==> src/rtl/core/sed_pkg.sv <==
// shared types and constants for the speech endpoint detector core
// used by the front, queue, back and top-level modules; depends on nothing
package sed_pkg;

	localparam int DATA_W    = 16;
	localparam int SUM_W     = 28;
	localparam int CFG_IDX_W = 3;

	localparam int MAX_CHUNK_SAMPLES_DEF = 4096;
	localparam int QUEUE_DEPTH_DEF       = 4;

	localparam logic [DATA_W-1:0] SILENCE_TIMEOUT_RST   = 16'd450;
	localparam logic [DATA_W-1:0] NO_SPEECH_TIMEOUT_RST = 16'd5000;
	localparam logic [DATA_W-1:0] MAX_SESSION_RST       = 16'd15000;
	localparam logic [DATA_W-1:0] MEAN_ABS_THR_RST      = 16'd350;
	localparam logic [DATA_W-1:0] PEAK_THR_RST          = 16'd1200;

	localparam logic [1:0] OP_SAMPLE = 2'd0;
	localparam logic [1:0] OP_TICK   = 2'd1;
	localparam logic [1:0] OP_START  = 2'd2;

	typedef enum logic [CFG_IDX_W-1:0] {
		CFG_SILENCE,
		CFG_NO_SPEECH,
		CFG_MAX_SESSION,
		CFG_MEAN_THR,
		CFG_PEAK_THR
	} cfg_idx_t;

	typedef enum logic [2:0] {
		R_NONE,
		R_MAX_DURATION,
		R_IDLE_NO_SPEECH,
		R_IDLE_SILENCE,
		R_POST_SILENCE,
		R_NO_SPEECH_WIN
	} reason_t;

	typedef enum logic [1:0] {
		KIND_SAMPLE,
		KIND_TICK,
		KIND_START
	} kind_t;

	typedef struct packed {
		logic                  we;
		logic [CFG_IDX_W-1:0]  index;
		logic [DATA_W-1:0]     data;
	} cfg_wr_t;

	typedef struct packed {
		kind_t             kind;
		logic [DATA_W-1:0] mag;
		logic              last;
	} queue_entry_t;

	typedef struct packed {
		logic full;
		logic empty;
	} q_status_t;

endpackage

==> src/rtl/core/speech_endpoint_detector_core.sv <==
// Energy-based speech endpoint detector, top level.
// Input channel (in_valid / in_stall): one transaction carries opcode, sample and
// chunk_last; opcode 0 is an audio sample, 1 a millisecond tick, 2 starts a session.
// Output channel (out_valid / out_stall): at most one result per input transaction,
// reporting a finished chunk and/or a session end with its reason code.
// Configuration: cfg_we writes cfg_data into register cfg_index (0 silence timeout,
// 1 no-speech timeout, 2 max session, 3 mean threshold, 4 peak threshold); write
// only while no transaction is in flight.
// Path: an accepted transaction waits in the input queue; the back end pops it and
// loads any result into the output register. Throughput: one transaction per cycle
// while the output does not stall, set by the state update in the back end; the
// input queue absorbs up to QUEUE_DEPTH transactions while the output side stalls.
// Reset clears all session state, empties the queue, drops any pending result and
// restores the threshold and timeout registers to their defaults.
// While out_stall is high the pending result holds and the back end stops if a
// result waits in the output register; in_stall rises when the queue fills.
// Depends on sed_pkg, sed_front, sed_queue and sed_back.
module speech_endpoint_detector_core import sed_pkg::*; #(
	parameter int MAX_CHUNK_SAMPLES = MAX_CHUNK_SAMPLES_DEF,
	parameter int QUEUE_DEPTH       = QUEUE_DEPTH_DEF
) (
	input  logic                     clk,
	input  logic                     arst_n,
	input  logic                     cfg_we,
	input  logic [CFG_IDX_W-1:0]     cfg_index,
	input  logic [DATA_W-1:0]        cfg_data,
	input  logic                     in_valid,
	output logic                     in_stall,
	input  logic [1:0]               opcode,
	input  logic signed [DATA_W-1:0] sample,
	input  logic                     chunk_last,
	output logic                     out_valid,
	input  logic                     out_stall,
	output logic                     chunk_done,
	output logic                     chunk_is_speech,
	output logic                     session_ended,
	output logic [2:0]               end_reason,
	output logic                     no_audio_sent,
	output logic [DATA_W-1:0]        chunks_counted
);

	cfg_wr_t      cfg;
	q_status_t    q_status;
	logic         push, pop;
	queue_entry_t push_entry, pop_entry;

	assign cfg.we    = cfg_we;
	assign cfg.index = cfg_index;
	assign cfg.data  = cfg_data;

	sed_front u_front (
		.in_valid   (in_valid),
		.in_stall   (in_stall),
		.opcode     (opcode),
		.sample     (sample),
		.chunk_last (chunk_last),
		.q_status   (q_status),
		.push       (push),
		.push_entry (push_entry)
	);

	sed_queue #(
		.DEPTH (QUEUE_DEPTH)
	) u_queue (
		.clk        (clk),
		.arst_n     (arst_n),
		.push       (push),
		.push_entry (push_entry),
		.pop        (pop),
		.pop_entry  (pop_entry),
		.status     (q_status)
	);

	sed_back #(
		.MAX_CHUNK_SAMPLES (MAX_CHUNK_SAMPLES)
	) u_back (
		.clk             (clk),
		.arst_n          (arst_n),
		.cfg             (cfg),
		.q_status        (q_status),
		.entry           (pop_entry),
		.pop             (pop),
		.out_valid       (out_valid),
		.out_stall       (out_stall),
		.chunk_done      (chunk_done),
		.chunk_is_speech (chunk_is_speech),
		.session_ended   (session_ended),
		.end_reason      (end_reason),
		.no_audio_sent   (no_audio_sent),
		.chunks_counted  (chunks_counted)
	);

endmodule

==> src/rtl/core/sed_front.sv <==
// front end: accepts input transactions, decodes the opcode and takes the magnitude
// of the sample; depends on sed_pkg
module sed_front import sed_pkg::*; (
	input  logic              in_valid,
	output logic              in_stall,
	input  logic [1:0]        opcode,
	input  logic signed [DATA_W-1:0] sample,
	input  logic              chunk_last,
	input  q_status_t         q_status,
	output logic              push,
	output queue_entry_t      push_entry
);

	logic              accept;
	logic              known_op;
	kind_t             kind;
	logic [DATA_W-1:0] raw;

	assign in_stall = q_status.full;
	assign accept   = in_valid && !q_status.full;
	assign raw      = DATA_W'(sample);

	always_comb begin
		known_op = 1'b1;
		kind     = KIND_SAMPLE;
		unique case (opcode)
			OP_SAMPLE: kind = KIND_SAMPLE;
			OP_TICK:   kind = KIND_TICK;
			OP_START:  kind = KIND_START;
			default:   known_op = 1'b0;
		endcase
	end

	// undefined opcode is swallowed here and never reaches the back end
	assign push = accept && known_op;

	assign push_entry.kind = kind;
	// most negative sample maps to 0x8000, which still fits unsigned
	assign push_entry.mag  = raw[DATA_W-1] ? (~raw + DATA_W'(1)) : raw;
	assign push_entry.last = chunk_last;

endmodule

==> src/rtl/core/sed_queue.sv <==
// short fifo of decoded transactions between front and back end
// depends on sed_pkg for the entry and status types
module sed_queue import sed_pkg::*; #(
	parameter int DEPTH = QUEUE_DEPTH_DEF
) (
	input  logic         clk,
	input  logic         arst_n,
	input  logic         push,
	input  queue_entry_t push_entry,
	input  logic         pop,
	output queue_entry_t pop_entry,
	output q_status_t    status
);

	localparam int PTR_W = (DEPTH > 1) ? $clog2(DEPTH) : 1;
	localparam int CNT_W = $clog2(DEPTH + 1);
	localparam logic [PTR_W-1:0] PTR_LAST = PTR_W'(DEPTH - 1);
	localparam logic [CNT_W-1:0] CNT_FULL = CNT_W'(DEPTH);

	queue_entry_t     mem_q [DEPTH];
	logic [PTR_W-1:0] wr_ptr_q;
	logic [PTR_W-1:0] rd_ptr_q;
	logic [CNT_W-1:0] count_q;

	always_ff @(posedge clk) begin
		if (push) begin
			mem_q[wr_ptr_q] <= push_entry;
		end
	end

	always_ff @(posedge clk or negedge arst_n) begin
		if (!arst_n) begin
			wr_ptr_q <= '0;
			rd_ptr_q <= '0;
			count_q  <= '0;
		end else begin
			if (push) begin
				wr_ptr_q <= (wr_ptr_q == PTR_LAST) ? '0 : wr_ptr_q + PTR_W'(1);
			end
			if (pop) begin
				rd_ptr_q <= (rd_ptr_q == PTR_LAST) ? '0 : rd_ptr_q + PTR_W'(1);
			end
			case ({push, pop})
				2'b10:   count_q <= count_q + CNT_W'(1);
				2'b01:   count_q <= count_q - CNT_W'(1);
				default: count_q <= count_q;
			endcase
		end
	end

	assign pop_entry    = mem_q[rd_ptr_q];
	assign status.full  = (count_q == CNT_FULL);
	assign status.empty = (count_q == '0);

`ifndef ASSERT_OFF
	a_count_bound: assert property (@(posedge clk) disable iff (!arst_n)
		count_q <= CNT_FULL)
		else $error("queue fill count above depth");
	a_pop_nonempty: assert property (@(posedge clk) disable iff (!arst_n)
		pop |-> (count_q != '0))
		else $error("pop from empty queue");
`endif

endmodule

==> src/rtl/core/sed_back.sv <==
// back end: configuration registers, session and chunk state, and the result register
// depends on sed_pkg
module sed_back import sed_pkg::*; #(
	parameter int MAX_CHUNK_SAMPLES = MAX_CHUNK_SAMPLES_DEF
) (
	input  logic              clk,
	input  logic              arst_n,
	input  cfg_wr_t           cfg,
	input  q_status_t         q_status,
	input  queue_entry_t      entry,
	output logic              pop,
	output logic              out_valid,
	input  logic              out_stall,
	output logic              chunk_done,
	output logic              chunk_is_speech,
	output logic              session_ended,
	output logic [2:0]        end_reason,
	output logic              no_audio_sent,
	output logic [DATA_W-1:0] chunks_counted
);

	localparam int CNT_W = $clog2(MAX_CHUNK_SAMPLES + 1);
	localparam int THR_W = DATA_W + CNT_W;
	localparam int CMP_W = (THR_W > SUM_W) ? THR_W : SUM_W;
	localparam logic [CNT_W-1:0] CNT_MAX = CNT_W'(MAX_CHUNK_SAMPLES);

	// configuration
	logic [DATA_W-1:0] silence_q, no_speech_q, max_session_q, mean_thr_q, peak_thr_q;

	// session and chunk state
	logic              active_q, active_d;
	logic              heard_q, heard_d;
	logic [DATA_W-1:0] elapsed_q, elapsed_d;
	logic [DATA_W-1:0] last_speech_q, last_speech_d;
	logic [DATA_W-1:0] chunk_cnt_q, chunk_cnt_d;
	logic [SUM_W-1:0]  sum_q, sum_d;
	logic [DATA_W-1:0] peak_q, peak_d;
	logic [CNT_W-1:0]  cnt_q, cnt_d;

	// result register
	logic              out_valid_q;
	logic              done_q, speech_q, no_audio_q;
	reason_t           reason_q;
	logic [DATA_W-1:0] counted_q;

	logic              res_valid, res_done, res_speech;
	reason_t           res_reason;
	logic [DATA_W-1:0] elapsed_inc, since_tick, since_now, chunk_inc;
	logic [SUM_W:0]    sum_add;
	logic [SUM_W-1:0]  sum_new;
	logic [DATA_W-1:0] peak_new;
	logic [CNT_W-1:0]  cnt_new;
	logic [THR_W-1:0]  thr_new;
	logic              cnt_room, is_speech, closing;

	assign pop = !q_status.empty && (!out_valid_q || !out_stall);

	always_ff @(posedge clk or negedge arst_n) begin
		if (!arst_n) begin
			silence_q     <= SILENCE_TIMEOUT_RST;
			no_speech_q   <= NO_SPEECH_TIMEOUT_RST;
			max_session_q <= MAX_SESSION_RST;
			mean_thr_q    <= MEAN_ABS_THR_RST;
			peak_thr_q    <= PEAK_THR_RST;
		end else if (cfg.we) begin
			unique case (cfg.index)
				CFG_SILENCE:     silence_q     <= cfg.data;
				CFG_NO_SPEECH:   no_speech_q   <= cfg.data;
				CFG_MAX_SESSION: max_session_q <= cfg.data;
				CFG_MEAN_THR:    mean_thr_q    <= cfg.data;
				CFG_PEAK_THR:    peak_thr_q    <= cfg.data;
				default: ;
			endcase
		end
	end

	assign elapsed_inc = (elapsed_q == '1) ? elapsed_q : elapsed_q + DATA_W'(1);
	assign since_tick  = (elapsed_inc >= last_speech_q) ? elapsed_inc - last_speech_q : '0;
	assign since_now   = (elapsed_q >= last_speech_q) ? elapsed_q - last_speech_q : '0;
	assign chunk_inc   = (chunk_cnt_q == '1) ? chunk_cnt_q : chunk_cnt_q + DATA_W'(1);

	assign sum_add   = {1'b0, sum_q} + (SUM_W + 1)'(entry.mag);
	assign sum_new   = sum_add[SUM_W] ? '1 : sum_add[SUM_W-1:0];
	assign peak_new  = (entry.mag > peak_q) ? entry.mag : peak_q;
	assign cnt_room  = (cnt_q < CNT_MAX);
	assign cnt_new   = cnt_room ? cnt_q + CNT_W'(1) : cnt_q;
	// mean threshold times sample count, the integer form of the mean test
	assign thr_new   = THR_W'(mean_thr_q) * THR_W'(cnt_new);
	assign is_speech = (CMP_W'(sum_new) >= CMP_W'(thr_new)) || (peak_new >= peak_thr_q);
	assign closing   = entry.last || (cnt_new == CNT_MAX);

	always_comb begin
		active_d      = active_q;
		heard_d       = heard_q;
		elapsed_d     = elapsed_q;
		last_speech_d = last_speech_q;
		chunk_cnt_d   = chunk_cnt_q;
		sum_d         = sum_q;
		peak_d        = peak_q;
		cnt_d         = cnt_q;
		res_valid     = 1'b0;
		res_done      = 1'b0;
		res_speech    = 1'b0;
		res_reason    = R_NONE;

		if (pop) begin
			unique case (entry.kind)
				KIND_START: begin
					active_d      = 1'b1;
					heard_d       = 1'b0;
					elapsed_d     = '0;
					last_speech_d = '0;
					chunk_cnt_d   = '0;
					sum_d         = '0;
					peak_d        = '0;
					cnt_d         = '0;
				end
				KIND_TICK: begin
					if (active_q) begin
						elapsed_d = elapsed_inc;
						if (elapsed_inc >= max_session_q) begin
							res_reason = R_MAX_DURATION;
						end else if (!heard_q && elapsed_inc >= no_speech_q) begin
							res_reason = R_IDLE_NO_SPEECH;
						end else if (heard_q && since_tick >= silence_q) begin
							res_reason = R_IDLE_SILENCE;
						end
						res_valid = (res_reason != R_NONE);
					end
				end
				KIND_SAMPLE: begin
					if (active_q) begin
						if (closing) begin
							res_valid = 1'b1;
							sum_d     = '0;
							peak_d    = '0;
							cnt_d     = '0;
							if (elapsed_q >= max_session_q) begin
								// chunk dropped uncounted when the session is over time
								res_reason = R_MAX_DURATION;
							end else begin
								chunk_cnt_d = chunk_inc;
								res_done    = 1'b1;
								res_speech  = is_speech;
								if (is_speech) begin
									heard_d       = 1'b1;
									last_speech_d = elapsed_q;
								end else if (heard_q && since_now >= silence_q) begin
									res_reason = R_POST_SILENCE;
								end else if (!heard_q && elapsed_q >= no_speech_q) begin
									res_reason = R_NO_SPEECH_WIN;
								end
							end
						end else begin
							sum_d  = sum_new;
							peak_d = peak_new;
							cnt_d  = cnt_new;
						end
					end
				end
				default: ;
			endcase

			if (res_reason != R_NONE) begin
				active_d = 1'b0;
				sum_d    = '0;
				peak_d   = '0;
				cnt_d    = '0;
			end
		end
	end

	always_ff @(posedge clk or negedge arst_n) begin
		if (!arst_n) begin
			active_q      <= 1'b0;
			heard_q       <= 1'b0;
			elapsed_q     <= '0;
			last_speech_q <= '0;
			chunk_cnt_q   <= '0;
			sum_q         <= '0;
			peak_q        <= '0;
			cnt_q         <= '0;
			out_valid_q   <= 1'b0;
		end else begin
			active_q      <= active_d;
			heard_q       <= heard_d;
			elapsed_q     <= elapsed_d;
			last_speech_q <= last_speech_d;
			chunk_cnt_q   <= chunk_cnt_d;
			sum_q         <= sum_d;
			peak_q        <= peak_d;
			cnt_q         <= cnt_d;
			if (res_valid) begin
				out_valid_q <= 1'b1;
			end else if (!out_stall) begin
				out_valid_q <= 1'b0;
			end
		end
	end

	always_ff @(posedge clk) begin
		if (res_valid) begin
			done_q     <= res_done;
			speech_q   <= res_speech;
			reason_q   <= res_reason;
			no_audio_q <= (res_reason != R_NONE) && (chunk_cnt_d == '0);
			counted_q  <= chunk_cnt_d;
		end
	end

	assign out_valid       = out_valid_q;
	assign chunk_done      = done_q;
	assign chunk_is_speech = speech_q;
	assign session_ended   = (reason_q != R_NONE);
	assign end_reason      = reason_q;
	assign no_audio_sent   = no_audio_q;
	assign chunks_counted  = counted_q;

`ifndef ASSERT_OFF
	a_overtime_not_done: assert property (@(posedge clk) disable iff (!arst_n)
		(out_valid_q && reason_q == R_MAX_DURATION) |-> !done_q)
		else $error("over-time chunk reported as done");
	a_no_audio_zero: assert property (@(posedge clk) disable iff (!arst_n)
		(out_valid_q && no_audio_q) |-> (counted_q == '0 && reason_q != R_NONE))
		else $error("no-audio flag without ended empty session");
	a_result_has_cause: assert property (@(posedge clk) disable iff (!arst_n)
		(out_valid_q && !done_q) |-> (reason_q != R_NONE))
		else $error("result with neither chunk nor session end");
`endif

endmodule

==> config.mk <==
export PLATFORM = sky130hd
export DESIGN_NAME = speech_endpoint_detector_core
export DESIGN_NICKNAME = d
export VERILOG_FILES = /design/src/rtl/core/sed_pkg.sv /design/src/rtl/core/speech_endpoint_detector_core.sv /design/src/rtl/core/sed_front.sv /design/src/rtl/core/sed_queue.sv /design/src/rtl/core/sed_back.sv
export SDC_FILE = /design/constraint.sdc
export NUM_CORES = 1
export LEC_CHECK = 0
export BUFFER_PORTS_ARGS = -buffer_cell sky130_fd_sc_hd__buf_2
export CORE_MARGIN = 5
export CORE_UTILIZATION = 30
export CTS_CLUSTER_SIZE = 40
export DETAILED_ROUTE_END_ITERATION = 10
export PLACE_DENSITY = 0.54
export SYNTH_ARGS = -nofsm -noshare
export SYNTH_HDL_FRONTEND = slang
export SYNTH_SLANG_ARGS = --single-unit
==> constraint.sdc <==
create_clock -name clk -period 8 [get_ports clk]
set_input_delay 0.8 -clock clk [delete_from_list [all_inputs] [get_ports clk]]
set_output_delay 0.8 -clock clk [all_outputs]
set_load 0.02 [all_outputs]
==> results.toml <==
[run_status]
status = "finished, violations left"
violations = "setup timing"

[floorplan]
initial_core_util = 0.302
die_x_um = 300
die_area_um2 = 89800
num_rows = 106
core_area_um2 = 83400
io_pins = 68
die_y_um = 300

[power_and_ir_drop]
peakVddDrop_mv = 0.216
power_density_nw_per_um2 = 310
power_mw = 9.25
leakagePower_nw = 14.0

[grt]
grt_use_total = 0.157
grt_pass1_wl_mm = 114
grt_max_degree = 168
antenna_found_initial = 1
grt-ovfl-total = 0
grt_pass1_vias = 20100

[detailed_routing]
firstDrtPassIters = 5
drcViolationCount = 0
drtAntennaViolNets = 0
dr_total_vias = 19400
routed_wl_mm = 71.1
dr.first_iter.drc_count = 987
avgViaCountPerCell = 4.94
wl_per_cell_um = 18.1

[synth]
synth_top_flop_cell = "dfrtp_1"
ys_seq_area_frac = 0.312
synth_fa_ha_area_frac = 0.269
yosys.area.top_type = "dfrtp_1"
yosys_warnings = 0
syn-mean-instance-area_um2 = 9.67
synth-edff-count = 98
synthArstFlopShare = 0.666
syn_inst = 2603
synth-xor-area-share = 0.0365
synthMuxAreaShare = 0.0360
synth-simple-area-share = 0.153
synth_compound_gate_area_share = 0.135
synth.top_cells.by_area = "dfrtp_1 17%, ha_1 14%, fa_1 13%, edfxtp_1 12%, nand2_1 4.9%"
syn-num-nets = 3092
netlist.area_leader.share = 0.168
synth_top_family_by_area = "adder cells"
synth_seq_cells = 293
yosysUniqueCellTypes = 77
netlist_area_um2 = 25200

[timing]
finalCritPeriodShare = 1.03
rsz0062_at_grt = "yes"
tightest_slew_ps = 1320
hold_viol_final = 0
finalSetupViolCount = 22
tns_ps = -3530
fmax_mhz = 121
period_minus_slack_ps = 8240
setup_slack_ps = -241
slew_viol_final = 0
fin_skew_ps = 28.3
slew_headroom = 0.110

[cts]
clock-root-buffer = "clkbuf_16"
clk_latency_ps = 540
cts.sinks = 293
cts_buffers = 34
cts_max_level = 2
path_clk_slew_ps = 70
cts_tree = "yes"
cts.path.max_buffers = 3

[placement]
dpl_worst_slack_ps = -378
place_inst = 3833
hpwl_mm = 54.5
numPortBuffers = 67
gp_congestion = 0.866

[layout]
drive_gt1_frac = 0.182
final_cells = 3933
fillers = 8371
multi_input_area_um2 = 16300
final_cell_mix = "319 x nand2_1, 286 x inv_1, 274 x ha_1"
mostFrequentLayoutCell = "nand2_1"
diodes = 0
ff_latch_area_um2 = 7860
nets = 3316
areaGrowthSynthToFinish_pct = 18.6

[setup_path]
crit_top_cell = "fa_1"
crit_path_max_incr_delay_ps = 530
end_kind = "register"
required_ps = 8380
cp_max_fo = 6
crit_type = "register to register"
startpoint_type = "register"
cp_slowest_cell = "fa_1"
cp.arrival_ps = 8620

[hold_path]
hold_path.class = "input port to asynchronous set/reset pin"

[flow_run]
maxCapViolCount = 0
==> through the flow <==
stage	cell area [um2]	utilization	hold WS [ps]
2_1_floorplan	25300	-	454
3_3_place_gp	28000	0.336	471
3_5_place_dp	28000	0.336	483
4_1_cts	29700	0.356	125
5_1_grt	29900	0.358	141
6_report	29900	0.358	138
==> cells in the mapped netlist (52+ instances only) <==
cell / instances
ha_1: 288
and2_1: 91
xnor2_1: 52
nor2_1: 131
o21ai_0: 149
nand2_1: 330
clkbuf_1: 77
fa_1: 158
a21oi_1: 103
dfrtp_1: 169
edfxtp_1: 98
xor2_1: 53
inv_1: 292
a21o_1: 55
==> layer usage <==
layer	track usage	vias up	wire, um
met5	0	-	0
met4	0.0387	0	1770
met3	0.0141	89	2280
li1	-	9466	-
met2	0.265	335	33600
met1	0.219	9534	33400
==> repair_timing <==
item,4_1_cts,5_1_grt
setup buffers,25,11
setup endpoints to repair,21,23
endpoints found under the hold margin,0,0
hold buffers,0,0
cloned,1,2
resized for setup,76,24
pin swaps,92,50
==> cells by family (layout without fill, tap and decap cells) <==
| logic type | after synthesis | count (layout) |
|---|---|---|
| flip-flops | 293 | 293 |
| XOR/XNOR | 105 | 105 |
| adder cells (fa/ha/maj) | 446 | 446 |
| AND/OR/NAND/NOR | 802 | 804 |
| multiplexers | 62 | 62 |
| buffers and inverters | 382 | 630 |
| AO/OA/AOI/OAI | 513 | 513 |
==> layout make-up <==
type | count | area share
multi-input combinational | 1930 | 0.547
sequential | 293 | 0.263
timing repair buffer | 276 | 0.0707
tap | 1080 | 0.0452
inverter | 292 | 0.0367
clock buffer | 47 | 0.0315
clock inverter | 15 | 0.00591
==> power breakdown <==
part           total [mW]  internal, mW  switching, mW
Combinational        5.53          2.39           3.14
Sequential           2.14          1.91          0.234
Clock                1.58         0.902          0.675
==> worst paths after layout <==
path,slack (ps),start,cells past startpoint,to
max,-240,u_back.cnt_q[0]$_DFFE_PN0P_,35,u_back.end_reason[0]$_DFFE_PP_
min,140,arst_n,1,u_back.silence_q[5]$_DFFE_PN0P_
max reg2reg,-240,u_back.cnt_q[0]$_DFFE_PN0P_,35,u_back.end_reason[0]$_DFFE_PP_
min reg2reg,490,u_queue.count_q[2]$_DFFE_PN0P_,1,u_queue.count_q[2]$_DFFE_PN0P_
max in group asynchronous,6500,arst_n,2,u_back.cnt_q[2]$_DFFE_PN0P_
min in group clk,480,out_stall,2,u_back.out_valid$_DFFE_PN0P_
==> critical path, delay by kind of cell, from the launching register on <==
kind,cells,cell delay [ps]
flip-flops,1,400
adder cells (fa/ha/maj),7,2890
buffers and inverters,7,810
AND/OR/NAND/NOR,7,1240
XOR/XNOR,1,210
AO/OA/AOI/OAI,13,2520
==> sequential cells by signal (all words and copies together), names as in the netlist, 13 cells and up <==
| name | cells |
|---|---|
| u_queue.mem_q | 76 |
| u_back.chunk_cnt_q | 16 |
| u_back.no_speech_q | 16 |
| u_back.peak_q | 16 |
| u_back.silence_q | 16 |
| u_back.max_session_q | 16 |
| u_back.mean_thr_q | 16 |
| u_back.chunks_counted | 16 |
| u_back.elapsed_q | 16 |
| u_back.last_speech_q | 16 |
| u_back.sum_q | 28 |
| u_back.cnt_q | 13 |
| u_back.peak_thr_q | 16 |
Note: power is estimated with default switching activity, not from simulation.
